**config.mk**
```make
export PLATFORM = sky130hd
export DESIGN_NAME = led_pattern_and_playback_control_unit
export DESIGN_NICKNAME = d
export VERILOG_FILES = /design/src/rtl/lppc_pkg.sv /design/src/rtl/led_pattern_and_playback_control_unit.sv /design/src/rtl/lppc_regs.sv /design/src/rtl/lppc_engine.sv
export SDC_FILE = /design/constraint.sdc
export NUM_CORES = 1
export LEC_CHECK = 0
export BUFFER_PORTS_ARGS = -buffer_cell sky130_fd_sc_hd__buf_4
export CORE_MARGIN = 2
export CORE_UTILIZATION = 33
export DETAILED_ROUTE_END_ITERATION = 10
export PLACE_DENSITY_LB_ADDON = 0.05
export SLEW_MARGIN = 40
export SYNTH_ARGS = -nofsm -noshare
export SYNTH_HDL_FRONTEND = slang
export SYNTH_SLANG_ARGS = --single-unit
```
**constraint.sdc**
```tcl
create_clock -name clk -period 4 [get_ports clk]
set_input_delay 0.6 -clock clk [delete_from_list [all_inputs] [get_ports clk]]
set_output_delay 0.6 -clock clk [all_outputs]
set_load 0.01 [all_outputs]
```
**src/rtl/lppc_pkg.sv**
```systemverilog
// Package for the LED pattern and playback control unit.
// Holds the request and command codes, the register map, reset values,
// the shared structs and the animation sequence tables. No dependencies.
package lppc_pkg;

  // Request kinds carried by one item
  typedef enum logic [1:0] {
    REQ_COMMAND = 2'd0,
    REQ_REFRESH = 2'd1,
    REQ_SAMPLE  = 2'd2
  } req_type_t;

  // ASCII command codes
  localparam logic [7:0] CMD_PATTERN_FIRST = 8'h55;  // 'U'
  localparam logic [7:0] CMD_PATTERN_LAST  = 8'h5A;  // 'Z'
  localparam logic [7:0] CMD_SPEED_FIRST   = 8'h31;  // '1'
  localparam logic [7:0] CMD_SPEED_LAST    = 8'h33;  // '3'
  localparam logic [7:0] CMD_PLAY          = 8'h42;  // 'B'
  localparam logic [7:0] CMD_PAUSE         = 8'h43;  // 'C'

  // Register map: index is paddr[3:2]
  localparam int          PADDR_WIDTH     = 4;
  localparam int          PDATA_WIDTH     = 32;
  localparam logic [1:0]  REG_SPEED_ONE   = 2'd0;
  localparam logic [1:0]  REG_SPEED_TWO   = 2'd1;
  localparam logic [1:0]  REG_SPEED_THREE = 2'd2;

  localparam logic [7:0]  SPEED_ONE_RESET   = 8'd20;
  localparam logic [7:0]  SPEED_TWO_RESET   = 8'd10;
  localparam logic [7:0]  SPEED_THREE_RESET = 8'd5;

  // Speed selections
  localparam logic [1:0]  SPEED_ONE   = 2'd0;
  localparam logic [1:0]  SPEED_TWO   = 2'd1;

  // DAC midscale value asked for on a pause (driven by the DAC side)
  localparam logic [7:0]  DAC_MIDSCALE = 8'h80;

  localparam int          BUFFER_DEPTH_DEFAULT = 512;

  typedef struct packed {
    logic [7:0] speed_one;
    logic [7:0] speed_two;
    logic [7:0] speed_three;
  } hold_cfg_t;

  // Fixed-width part of one result item
  typedef struct packed {
    logic [15:0] frame_bits;
    logic        frame_valid;
    logic        sample_valid;
    logic        refill_request;
    logic        refill_half;
    logic        playing_now;
    logic        midscale_write;
  } result_t;

  // Length of each animation sequence
  function automatic logic [3:0] seq_len(input logic [2:0] pat);
    logic [3:0] len;
    case (pat)
      3'd0:    len = 4'd2;
      3'd1:    len = 4'd6;
      3'd2:    len = 4'd6;
      3'd3:    len = 4'd2;
      3'd4:    len = 4'd8;
      3'd5:    len = 4'd4;
      default: len = 4'd2;
    endcase
    return len;
  endfunction

  // Frame pattern of a sequence at a position
  function automatic logic [15:0] seq_frame(input logic [2:0] pat, input logic [2:0] pos);
    logic [15:0] f;
    f = 16'h0000;
    case (pat)
      3'd1: begin
        case (pos)
          3'd0:    f = 16'hF000;
          3'd1:    f = 16'h0F00;
          3'd2:    f = 16'h00F0;
          3'd3:    f = 16'h000F;
          3'd4:    f = 16'h00F0;
          3'd5:    f = 16'h0F00;
          default: f = 16'h0000;
        endcase
      end
      3'd2: begin
        case (pos)
          3'd0:    f = 16'h8888;
          3'd1:    f = 16'h4444;
          3'd2:    f = 16'h2222;
          3'd3:    f = 16'h1111;
          3'd4:    f = 16'h2222;
          3'd5:    f = 16'h4444;
          default: f = 16'h0000;
        endcase
      end
      3'd3: begin
        case (pos)
          3'd0:    f = 16'hAAAA;
          3'd1:    f = 16'h5555;
          default: f = 16'h0000;
        endcase
      end
      3'd4: begin
        case (pos)
          3'd0:    f = 16'h0000;
          3'd1:    f = 16'hF000;
          3'd2:    f = 16'hFF00;
          3'd3:    f = 16'hFFF0;
          3'd4:    f = 16'hFFFF;
          3'd5:    f = 16'h0FFF;
          3'd6:    f = 16'h00FF;
          default: f = 16'h000F;
        endcase
      end
      3'd5: begin
        case (pos)
          3'd0:    f = 16'h0660;
          3'd1:    f = 16'h0FF0;
          3'd2:    f = 16'hFFFF;
          3'd3:    f = 16'h0FF0;
          default: f = 16'h0000;
        endcase
      end
      default: begin
        case (pos)
          3'd1:    f = 16'hFFFF;
          default: f = 16'h0000;
        endcase
      end
    endcase
    return f;
  endfunction

endpackage

```
**src/rtl/led_pattern_and_playback_control_unit.sv**
```systemverilog
// Top level of the LED pattern and playback control unit.
// Input register, per-item engine, result register and APB register block;
// uses lppc_pkg, lppc_regs and lppc_engine.
//
// Each item is a command byte, a display refresh tick or an audio sample tick,
// and each gives exactly one result item. An item is registered on acceptance,
// worked by the engine against the current state once the result register is
// free, and its result is registered in the output register, which drives the
// outputs and holds the result until it is taken. One item is taken per cycle
// while the result side keeps taking results; the throughput is set by the
// single state update the engine does per cycle. A result that waits under
// result_stall holds the engine and then the input register, so item_stall
// rises only when both are full.
// Commands 'U'..'Z' pick an animation, '1'..'3' a frame-hold speed, 'B' starts
// playback and 'C' pauses it, raising midscale_write so the DAC is parked at
// 0x80. The three hold registers sit at byte addresses 0, 4 and 8; write them
// only while no item is in flight. sample_index is $clog2(BUFFER_DEPTH) bits.
module led_pattern_and_playback_control_unit #(
  parameter int BUFFER_DEPTH = lppc_pkg::BUFFER_DEPTH_DEFAULT
) (
  input  logic                             clk,
  input  logic                             rst,
  // item channel
  input  logic                             item_valid,
  output logic                             item_stall,
  input  logic [1:0]                       req_type,
  input  logic [7:0]                       command_byte,
  // result channel
  output logic                             result_valid,
  input  logic                             result_stall,
  output logic [15:0]                      frame_bits,
  output logic                             frame_valid,
  output logic [$clog2(BUFFER_DEPTH)-1:0]  sample_index,
  output logic                             sample_valid,
  output logic                             refill_request,
  output logic                             refill_half,
  output logic                             playing_now,
  output logic                             midscale_write,
  // configuration port
  input  logic                             psel,
  input  logic                             penable,
  input  logic                             pwrite,
  input  logic [lppc_pkg::PADDR_WIDTH-1:0] paddr,
  input  logic [lppc_pkg::PDATA_WIDTH-1:0] pwdata,
  output logic [lppc_pkg::PDATA_WIDTH-1:0] prdata,
  output logic                             pready
);
  import lppc_pkg::*;

  localparam int IW = $clog2(BUFFER_DEPTH);

  hold_cfg_t     holds;
  result_t       eng_result;
  logic [IW-1:0] eng_sample_index;

  // input register
  logic          s1_valid;
  req_type_t     s1_req;
  logic [7:0]    s1_cmd;

  // result register
  result_t       out_result;
  logic [IW-1:0] out_sample_index;

  logic          out_free;
  logic          fire;
  logic          accept;

  assign pready = 1'b1;

  // The result register frees when empty or taken this cycle
  assign out_free   = !result_valid || !result_stall;
  assign fire       = s1_valid && out_free;
  assign item_stall = s1_valid && !out_free;
  assign accept     = item_valid && !item_stall;

  always_ff @(posedge clk) begin
    if (rst) begin
      s1_valid <= 1'b0;
    end else if (!item_stall) begin
      s1_valid <= item_valid;
    end
  end

  // hold the payload of a stalled item; load on acceptance
  always_ff @(posedge clk) begin
    if (accept) begin
      s1_req <= req_type_t'(req_type);
      s1_cmd <= command_byte;
    end
  end

  lppc_regs u_regs (
    .clk     (clk),
    .rst     (rst),
    .psel    (psel),
    .penable (penable),
    .pwrite  (pwrite),
    .paddr   (paddr),
    .pwdata  (pwdata),
    .prdata  (prdata),
    .holds   (holds)
  );

  lppc_engine #(
    .BUFFER_DEPTH (BUFFER_DEPTH)
  ) u_engine (
    .clk          (clk),
    .rst          (rst),
    .fire         (fire),
    .req_type     (s1_req),
    .command_byte (s1_cmd),
    .holds        (holds),
    .result       (eng_result),
    .sample_index (eng_sample_index)
  );

  always_ff @(posedge clk) begin
    if (rst) begin
      result_valid <= 1'b0;
    end else if (out_free) begin
      result_valid <= fire;
    end
  end

  always_ff @(posedge clk) begin
    if (fire) begin
      out_result       <= eng_result;
      out_sample_index <= eng_sample_index;
    end
  end

  assign frame_bits     = out_result.frame_bits;
  assign frame_valid    = out_result.frame_valid;
  assign sample_index   = out_sample_index;
  assign sample_valid   = out_result.sample_valid;
  assign refill_request = out_result.refill_request;
  assign refill_half    = out_result.refill_half;
  assign playing_now    = out_result.playing_now;
  assign midscale_write = out_result.midscale_write;

  // A result never carries both a frame and a sample
  a_one_kind: assert property (@(posedge clk) disable iff (rst)
    result_valid |-> !(frame_valid && sample_valid))
    else $error("result carries both a frame and a sample");

  // A pause that asks for midscale leaves playback stopped
  a_mid_paused: assert property (@(posedge clk) disable iff (rst)
    (result_valid && midscale_write) |-> !playing_now)
    else $error("midscale write while still playing");

  // Refills only come with a sample sent while playing
  a_refill_sample: assert property (@(posedge clk) disable iff (rst)
    (result_valid && refill_request) |-> (sample_valid && playing_now))
    else $error("refill request without a sample");

  // An engine result is never dropped: a stalled result register holds
  a_result_held: assert property (@(posedge clk) disable iff (rst)
    (result_valid && result_stall) |=> (result_valid && $stable(out_result)))
    else $error("stalled result changed");

endmodule

```
**src/rtl/lppc_regs.sv**
```systemverilog
// Configuration registers of the LED pattern and playback control unit.
// APB-style write and read of the three frame-hold registers; uses lppc_pkg.
module lppc_regs (
  input  logic                             clk,
  input  logic                             rst,
  input  logic                             psel,
  input  logic                             penable,
  input  logic                             pwrite,
  input  logic [lppc_pkg::PADDR_WIDTH-1:0] paddr,
  input  logic [lppc_pkg::PDATA_WIDTH-1:0] pwdata,
  output logic [lppc_pkg::PDATA_WIDTH-1:0] prdata,
  output lppc_pkg::hold_cfg_t              holds
);
  import lppc_pkg::*;

  logic [1:0] reg_index;
  logic       wr_en;

  assign reg_index = paddr[3:2];
  assign wr_en     = psel && penable && pwrite;

  always_ff @(posedge clk) begin
    if (rst) begin
      holds.speed_one   <= SPEED_ONE_RESET;
      holds.speed_two   <= SPEED_TWO_RESET;
      holds.speed_three <= SPEED_THREE_RESET;
    end else if (wr_en) begin
      case (reg_index)
        REG_SPEED_ONE:   holds.speed_one   <= pwdata[7:0];
        REG_SPEED_TWO:   holds.speed_two   <= pwdata[7:0];
        REG_SPEED_THREE: holds.speed_three <= pwdata[7:0];
        default: ;
      endcase
    end
  end

  always_comb begin
    case (reg_index)
      REG_SPEED_ONE:   prdata = {{(PDATA_WIDTH-8){1'b0}}, holds.speed_one};
      REG_SPEED_TWO:   prdata = {{(PDATA_WIDTH-8){1'b0}}, holds.speed_two};
      REG_SPEED_THREE: prdata = {{(PDATA_WIDTH-8){1'b0}}, holds.speed_three};
      default:         prdata = '0;
    endcase
  end

endmodule

```
**src/rtl/lppc_engine.sv**
```systemverilog
// Per-item engine of the LED pattern and playback control unit.
// Holds the animation and playback state and forms one result per item;
// uses lppc_pkg.
module lppc_engine #(
  parameter int BUFFER_DEPTH = lppc_pkg::BUFFER_DEPTH_DEFAULT
) (
  input  logic                            clk,
  input  logic                            rst,
  input  logic                            fire,
  input  lppc_pkg::req_type_t             req_type,
  input  logic [7:0]                      command_byte,
  input  lppc_pkg::hold_cfg_t             holds,
  output lppc_pkg::result_t               result,
  output logic [$clog2(BUFFER_DEPTH)-1:0] sample_index
);
  import lppc_pkg::*;

  localparam int IW = $clog2(BUFFER_DEPTH);
  localparam logic [IW:0] HALF_MARK = (IW+1)'(BUFFER_DEPTH / 2);
  localparam logic [IW:0] FULL_MARK = (IW+1)'(BUFFER_DEPTH);

  logic [2:0]    pattern_select, pattern_select_next;
  logic [1:0]    speed_select, speed_select_next;
  logic [7:0]    hold_count, hold_count_next;
  logic [2:0]    frame_position, frame_position_next;
  logic          play_flag, play_flag_next;
  logic [IW-1:0] buffer_position, buffer_position_next;

  logic [7:0]    cmd_off;
  logic [2:0]    new_pattern;
  logic [3:0]    cur_len;
  logic [2:0]    pos;
  logic [3:0]    pos_plus;
  logic [7:0]    hold;
  logic [7:0]    hc_inc;
  logic [IW:0]   buf_plus;

  always_comb begin
    cmd_off     = command_byte - CMD_PATTERN_FIRST;
    new_pattern = cmd_off[2:0];
    cur_len     = seq_len(pattern_select);
    pos         = ({1'b0, frame_position} < cur_len) ? frame_position : 3'd0;
    pos_plus    = {1'b0, pos} + 4'd1;
    hc_inc      = (hold_count == 8'hFF) ? 8'hFF : hold_count + 8'd1;
    buf_plus    = {1'b0, buffer_position} + (IW+1)'(1);
    case (speed_select)
      SPEED_ONE: hold = holds.speed_one;
      SPEED_TWO: hold = holds.speed_two;
      default:   hold = holds.speed_three;
    endcase
  end

  always_comb begin
    pattern_select_next  = pattern_select;
    speed_select_next    = speed_select;
    hold_count_next      = hold_count;
    frame_position_next  = frame_position;
    play_flag_next       = play_flag;
    buffer_position_next = buffer_position;
    result               = '0;
    sample_index         = '0;

    case (req_type)
      REQ_COMMAND: begin
        if (command_byte >= CMD_PATTERN_FIRST && command_byte <= CMD_PATTERN_LAST) begin
          pattern_select_next = new_pattern;
          // drop a position that the new sequence does not reach
          if ({1'b0, frame_position} >= seq_len(new_pattern)) begin
            frame_position_next = 3'd0;
          end
        end else if (command_byte >= CMD_SPEED_FIRST && command_byte <= CMD_SPEED_LAST) begin
          speed_select_next = 2'(command_byte - CMD_SPEED_FIRST);
        end else if (command_byte == CMD_PLAY) begin
          play_flag_next = 1'b1;
        end else if (command_byte == CMD_PAUSE) begin
          if (play_flag) begin
            play_flag_next        = 1'b0;
            result.midscale_write = 1'b1;
          end
        end
      end
      REQ_REFRESH: begin
        result.frame_bits   = seq_frame(pattern_select, pos);
        result.frame_valid  = 1'b1;
        hold_count_next     = hc_inc;
        frame_position_next = pos;
        if (hc_inc >= hold) begin
          hold_count_next     = 8'd0;
          frame_position_next = (pos_plus >= cur_len) ? 3'd0 : pos_plus[2:0];
        end
      end
      REQ_SAMPLE: begin
        if (play_flag) begin
          sample_index        = buffer_position;
          result.sample_valid = 1'b1;
          buffer_position_next = buf_plus[IW-1:0];
          if (buf_plus == HALF_MARK) begin
            result.refill_request = 1'b1;
          end else if (buf_plus >= FULL_MARK) begin
            buffer_position_next  = '0;
            result.refill_request = 1'b1;
            result.refill_half    = 1'b1;
          end
        end
      end
      default: ;
    endcase

    result.playing_now = play_flag_next;
  end

  always_ff @(posedge clk) begin
    if (rst) begin
      pattern_select  <= 3'd0;
      speed_select    <= SPEED_ONE;
      hold_count      <= 8'd0;
      frame_position  <= 3'd0;
      play_flag       <= 1'b0;
      buffer_position <= '0;
    end else if (fire) begin
      pattern_select  <= pattern_select_next;
      speed_select    <= speed_select_next;
      hold_count      <= hold_count_next;
      frame_position  <= frame_position_next;
      play_flag       <= play_flag_next;
      buffer_position <= buffer_position_next;
    end
  end

endmodule
```
==> reports/results.ini, run 1 <==
[yosys]
yosysSeqAreaShare = 0.4343
synth_cell_type_count = 57
synth_top_cell_by_area = edfxtp_1
async_reset_ff_frac = 0
synth.top_cell.area_share = 0.2354
ys_seq_elements = 93
synth_edf_count = 41
synth_ff_type = dfxtp_1
ys.warnings.count = 0
syn_avg_cell_area_um2 = 9.194
yosys-top-cells-area = edfxtp_1 (24%), dfxtp_1 (20%), ha_1 (6.7%), mux2i_1 (5.7%), a21oi_1 (5.3%)
syn_area_mm2 = 0.005231
synth_cells = 569

[setup_path]
crit_buf_inv = 0
cp-start-kind = flip-flop
path_max_fanout = 11
cp-end-kind = flip-flop
crit_cells = 11
worstPathArrival_ns = 3.78
crit_chain = nor3b_1, a21oi_1, ha_1, nor2_1, o21ai_0, ha_1, nor4b_1, o21bai_1, nor2_1, o21a_1, a21oi_1
slowest_stage = nor4b_1
criticalPathCategory = reg2reg
slowest_delay_ns = 0.54
cp.required_ns = 4.17
crit_family = compound AO/OA/AOI/OAI gates
worst-r2r-cell-count = 11

[worst_hold_path]
hold_depth = 1
hold_path.class = in2reg

[sta]
hold-worst-slack_ns = 0.4282
slew_headroom = 0.4941
setup_viol = 0
worst_pin_slew_ns = 0.7588
tns_ns = 0
period_share = 0.9025
hold_violations = 0
fin_crit_ns = 3.610
final_critical_path_setup_slack_ns = 0.3899
fmax_mhz = 277.0
rsz0062_at_grt = no
slew_viol_final = 0
finClkSkew_ns = 0.01043

[floorplan]
dieArea_mm2 = 0.01688
die_width_um = 129.9
io_pins = 119
start_util = 0.3329
placementRows = 46
die_h_um = 129.9
core_region_area_mm2 = 0.01571

[power_and_ir_drop]
p_leak_nw = 2.336
vdd_drop_max_mv = 0.2020
totalPowerFinal_mw = 2.031
power_density_mw_per_mm2 = 331.5

[place]
port_buffers = 67
gp_congestion = 0.8068
detailed_place_hpwl_um = 8688
dp_slack_ns = 0.4493
dp_cells = 828

[clock_network]
htreeDepth = 3
cts_made_buffers = 9
cts-root-buf = clkbuf_16
cts.clk_slew.worst_paths_ns = 0.06
cts_resized = 0
cts_tree = done
cts_setup_buffers = 0
cts_hold_buffers = 0
cts_sinks = 93
cts_max_path_buffers = 2
clk_latency_ns = 0.35

[detailed_routing]
via_per_inst = 4.864
first_pass_iters = 4
wl_met2_um = 5501
vias = 4105
wl_met1_um = 5974
wire_per_inst_um = 14.35
routed_wl_um = 12110
drc_errors = 0
routed-wl-met3_um = 471
antenna_left = 0
drtIter0Drc = 306
top_layer = met4

[global_route]
grt_max_degree = 52
grt_overflow_total = 0
grtUsageTotal = 0.1455
grt_pass1_vias = 3765
grt_first_pass_wirelength_um = 19390
antenna_found_initial = 0

[final_layout]
diodes = 0
nets = 704
fin_cells = 844
drive_gt1_frac = 0.1545
area_delta_synth_final_pct = 17.13

[run_status]
status = finished, final reports clean

[job]
cap_viol_max_count = 0

## state kept, by name (all words and copies together) (netlist names), 2 cells and up
signal                    count
u_regs.holds                 24
frame_bits                   16
sample_index                  9
u_engine.buffer_position      9
s1_cmd                        8
u_engine.hold_count           8
u_engine.frame_position       3
u_engine.pattern_select       3
s1_req                        2
u_engine.speed_select         2
## final timing paths
kind	startpoint	endpoint	slack, ns
max	u_engine.pattern_select[1]	frame_bits[7]	0.39
min	command_byte[5]	s1_cmd[5]	0.43
max reg2reg	u_engine.pattern_select[1]	frame_bits[7]	0.39
min reg2reg	u_regs.holds[10]	u_regs.holds[10]	0.47
## report_power, final
group	total [mW]	switching [mW]	internal, mW
logic	0.147	0.0877	0.0592
clock network	0.857	0.353	0.504
registers	1.03	0.0128	1.01
## metal layers
layer / global-route usage / up-vias
met5: 0 / -
met4: 0.05123 / 0
met3: 0.02542 / 11
met2: 0.2319 / 91
met1: 0.1995 / 1894
li1: - / 2109
## cells in the mapped netlist, types with 6 or more instances
cell and number:
xnor2_1 6, a211oi_1 9, inv_1 13, ha_1 28
buf_4 25, mux2i_1 30, a211o_1 7, edfxtp_1 41
dfxtp_1 52, and2_1 12, o21ai_0 21, and3_1 11
nand3_1 25, nand2_1 47, nor2_1 57, clkbuf_1 22
nand3b_1 7, nor3_1 14, nor2b_1 11, a21oi_1 55
## kinds of logic (layout without fill, tap and decap cells)
group	after synthesis	count (layout)	share of synthesized area
flip-flops	93	93	0.4343
buffers and inverters	69	105	0.07104
adder cells (fa/ha/maj)	28	28	0.06697
other	2	25	0.001436
AO/OA/AOI/OAI	126	126	0.1485
AND/OR/NAND/NOR	213	213	0.2069
multiplexers	30	30	0.05740
XOR/XNOR	8	8	0.01339
## layout make-up
type / count / area, um2
clock buffers: 14 / 255.2
flip-flops and latches: 93 / 2272
multi-input cells: 430 / 2683
fillers: 1600 / 9585
well taps: 216 / 270.3
repair buffers: 74 / 555.5
inverters: 15 / 56.30
clock inverters: 2 / 35.03
## worst register-to-register path: stages, from the launching register on
cell	delay, ns
dfxtp_1	0.53
nor3b_1	0.30
a21oi_1	0.12
ha_1	0.31
nor2_1	0.05
o21ai_0	0.47
ha_1	0.45
nor4b_1	0.54
o21bai_1	0.25
nor2_1	0.07
o21a_1	0.19
a21oi_1	0.17
## cells in the final DEF, fill, tap and decap left out, types with 2 or more instances in the layout
cell type  Yosys  routed
a211o_1        7       7
a211oi_1       9       9
a21boi_0       2       2
a21oi_1       55      55
a22o_1         2       2
a22oi_1        4       4
a311oi_1       2       2
a31oi_1        5       5
a32oi_1        2       2
a41oi_1        3       3
and2_1        12      12
and3_1        11      11
buf_4         25      74
clkbuf_1      22       3
clkbuf_16      0       9
conb_1         2      25
dfxtp_1       52      52
edfxtp_1      41      41
ha_1          28      28
inv_1         13      13
inv_2          2       2
mux2i_1       30      30
nand2_1       47      47
nand2b_1       5       5
nand3_1       25      25
nand3b_1       7       7
nand4_1        4       4
nor2_1        57      57
nor2b_1       11      10
nor3_1        14      14
nor3b_1        4       4
nor4_1         3       3
nor4b_1        2       2
o211ai_1       4       4
o21ai_0       21      21
o21bai_1       3       3
o221ai_1       2       2
xnor2_1        6       6
xor2_1         2       2
## metrics by stage
stage          area (um2)    util
4_1_cts              6125  0.3898
2_1_floorplan        5318       -
6_report             6127  0.3900
5_1_grt              6127  0.3900
3_5_place_dp         5834  0.3713
3_3_place_gp         5828  0.3709
Power figures use the tool's default switching activity.
==> run 2, diff against run 1 <==
BUFFER_PORTS_ARGS = not set   (was -buffer_cell sky130_fd_sc_hd__buf_4)
CORE_UTILIZATION = 40   (was 33)
DONT_BUFFER_PORTS = 1   (was not set)
SKIP_LAST_GASP = 1   (was not set)
==> run 2 against run 1 <==
Cell area is 9.4% lower; critical path depth stayed put; first-iteration DRC count fell by 19%; combinational power shrank 47%; utilization increased by 4.8 points; sequential power is essentially flat; clock power shrank 2.9%; global-route usage up 1.8 points; clock skew fell by 0.0012 ns; critical endpoint unchanged; highest routed layer unchanged.
==> reports/results.ini, run 2 (same netlist as run 1, synthesis figures left out) <==
[run_status]
status = finished, final reports clean

[clock_network]
cts_made_buffers = 9  ; unchanged
cts.clk_slew.worst_paths_ns = 0.06  ; about the same
cts_tree = done
cts_resized = 0  ; unchanged
cts_max_path_buffers = 2  ; unchanged
cts-root-buf = clkbuf_16
cts_hold_buffers = 0  ; unchanged
cts_sinks = 93  ; unchanged
htreeDepth = 3  ; unchanged
cts_setup_buffers = 0  ; unchanged
clk_latency_ns = 0.34  ; about the same

[setup_path]
worst-r2r-cell-count = 11  ; unchanged
cp.required_ns = 4.17  ; about the same
cp-start-kind = flip-flop
path_max_fanout = 11  ; unchanged
slowest_stage = nor4b_1
slowest_delay_ns = 0.54  ; about the same
cp-end-kind = flip-flop
criticalPathCategory = reg2reg
worstPathArrival_ns = 3.73  ; -0.05 ns
crit_chain = nor3b_1, a21oi_1, ha_1, nor2_1, o21ai_0, ha_1, nor4b_1, o21bai_1, nor2_1, o21a_1, a21oi_1

[final_layout]
drive_gt1_frac = 0.05000  ; -0.1045
largest_register_ffs = 24  ; unchanged
final_common_cell = nor2_1
most-common-layout-cells = nor2_1 (57), a21oi_1 (55), dfxtp_1 (52)
fin_cells = 732  ; -13%
nets = 636  ; -9.7%
regMostFlops = u_regs.holds
diodes = 0  ; unchanged
area_delta_synth_final_pct = 6.171
fillers = 1244  ; -22%

[floorplan]
placementRows = 41  ; -11%
dieArea_mm2 = 0.01401  ; -17%
die_h_um = 118.4  ; -8.9%
core_region_area_mm2 = 0.01267  ; -19%
start_util = 0.4129  ; +0.07992
die_width_um = 118.4  ; -8.9%
io_pins = 119  ; unchanged

[power_and_ir_drop]
power_density_mw_per_mm2 = 350.1  ; +5.6%
totalPowerFinal_mw = 1.945  ; -4.3%
vdd_drop_max_mv = 0.2415  ; +20%
p_leak_nw = 1.994  ; -15%

[place]
port_buffers = 0  ; -100%
dp_cells = 716  ; -14%
dp_slack_ns = 0.4448  ; -0.004475 ns
detailed_place_hpwl_um = 7894  ; -9.1%
gp_congestion = 0.7959  ; -1.4%

[detailed_routing]
drc_errors = 0  ; unchanged
via_per_inst = 5.310  ; +9.2%
antenna_left = 0  ; unchanged
wire_per_inst_um = 15.22  ; +6.1%
routed_wl_um = 11140  ; -8.0%
vias = 3887  ; -5.3%
first_pass_iters = 4  ; unchanged
drtIter0Drc = 247  ; -19%

[global_route]
grt_overflow_total = 0  ; unchanged
antenna_found_initial = 0  ; unchanged
grt_max_degree = 52  ; unchanged
grt_first_pass_wirelength_um = 18460  ; -4.8%
grt_pass1_vias = 3640  ; -3.3%
grtUsageTotal = 0.1632  ; +0.01770

[sta]
finClkSkew_ns = 0.009251  ; -0.001180 ns
hold-worst-slack_ns = 0.3283  ; -0.09998 ns
tns_ns = 0  ; unchanged
fmax_mhz = 280.7  ; +1.3%
hold_violations = 0  ; unchanged
setup_viol = 0  ; unchanged
final_critical_path_setup_slack_ns = 0.4369  ; +0.04703 ns
period_share = 0.8908  ; -0.01176
slew_viol_final = 0  ; unchanged
rsz0062_at_grt = no
fin_crit_ns = 3.563  ; -0.04703 ns
slew_headroom = 0.5015  ; +0.007402
worst_pin_slew_ns = 0.7450  ; -0.01386 ns

[job]
cap_viol_max_count = 0  ; unchanged

[worst_hold_path]
hold_path.class = in2reg
hold_depth = 1  ; unchanged

-- run 2: cell types whose count changed in the layout (fill, tap and decap cells not counted) --
cell / previous run / this run
buf_4: 74 / 6
clkbuf_2: 1 / 0
clkinvlp_4: 0 / 1
clkbuf_1: 3 / 1
clkinv_1: 0 / 3
clkbuf_8: 1 / 0
-- run 2: per-layer routing --
layer | GRT usage | up-vias | share of wire
met5 | 0 | - | 0
met3 | 0.04006 | 11 | 0.051
met1 | 0.2271 | 1805 | 0.50
met4 | 0.05873 | 0 | 0.015
li1 | - | 1963 | -
met2 | 0.2453 | 108 | 0.44
-- run 2: layout make-up --
type,instances,area (um2),share of cell area
well taps,172,215.2,0.03875
clock buffers,10,229.0,0.04123
repair buffers,6,45.04,0.008110
flip-flops and latches,93,2272,0.4091
multi-input cells,430,2683,0.4830
clock inverters,6,53.80,0.009687
inverters,15,56.30,0.01014
-- run 2: worst paths after layout --
path                         startpoint                          end  slack, ns
max reg2reg  u_engine.pattern_select[1]                frame_bits[7]       0.44
max          u_engine.pattern_select[1]                frame_bits[7]       0.44
min reg2reg            u_regs.holds[10]             u_regs.holds[10]       0.47
min                                 rst  u_engine.buffer_position[8]       0.33
-- run 2: critical path, delay by kind of cell, from the launching register on --
kind / cells / cell delay, ns
and+or+nand+nor: 4 / 0.94
adders and majority gates: 2 / 0.75
DFF: 1 / 0.50
AOI/OAI and AO/OA: 5 / 1.19
-- run 2: report_power, final --
| part | internal [mW] | total [mW] | switching (mW) |
|---|---|---|---|
| logic | 0.0243 | 0.0775 | 0.0532 |
| registers | 1.01 | 1.03 | 0.0198 |
| clock network | 0.477 | 0.832 | 0.355 |
-- run 2: stage by stage --
stage | cell area [um2] | utilization
2_1_floorplan | 5318 | -
3_3_place_gp | 5263 | 0.4153
3_5_place_dp | 5269 | 0.4158
4_1_cts | 5552 | 0.4381
5_1_grt | 5554 | 0.4383
6_report | 5554 | 0.4383
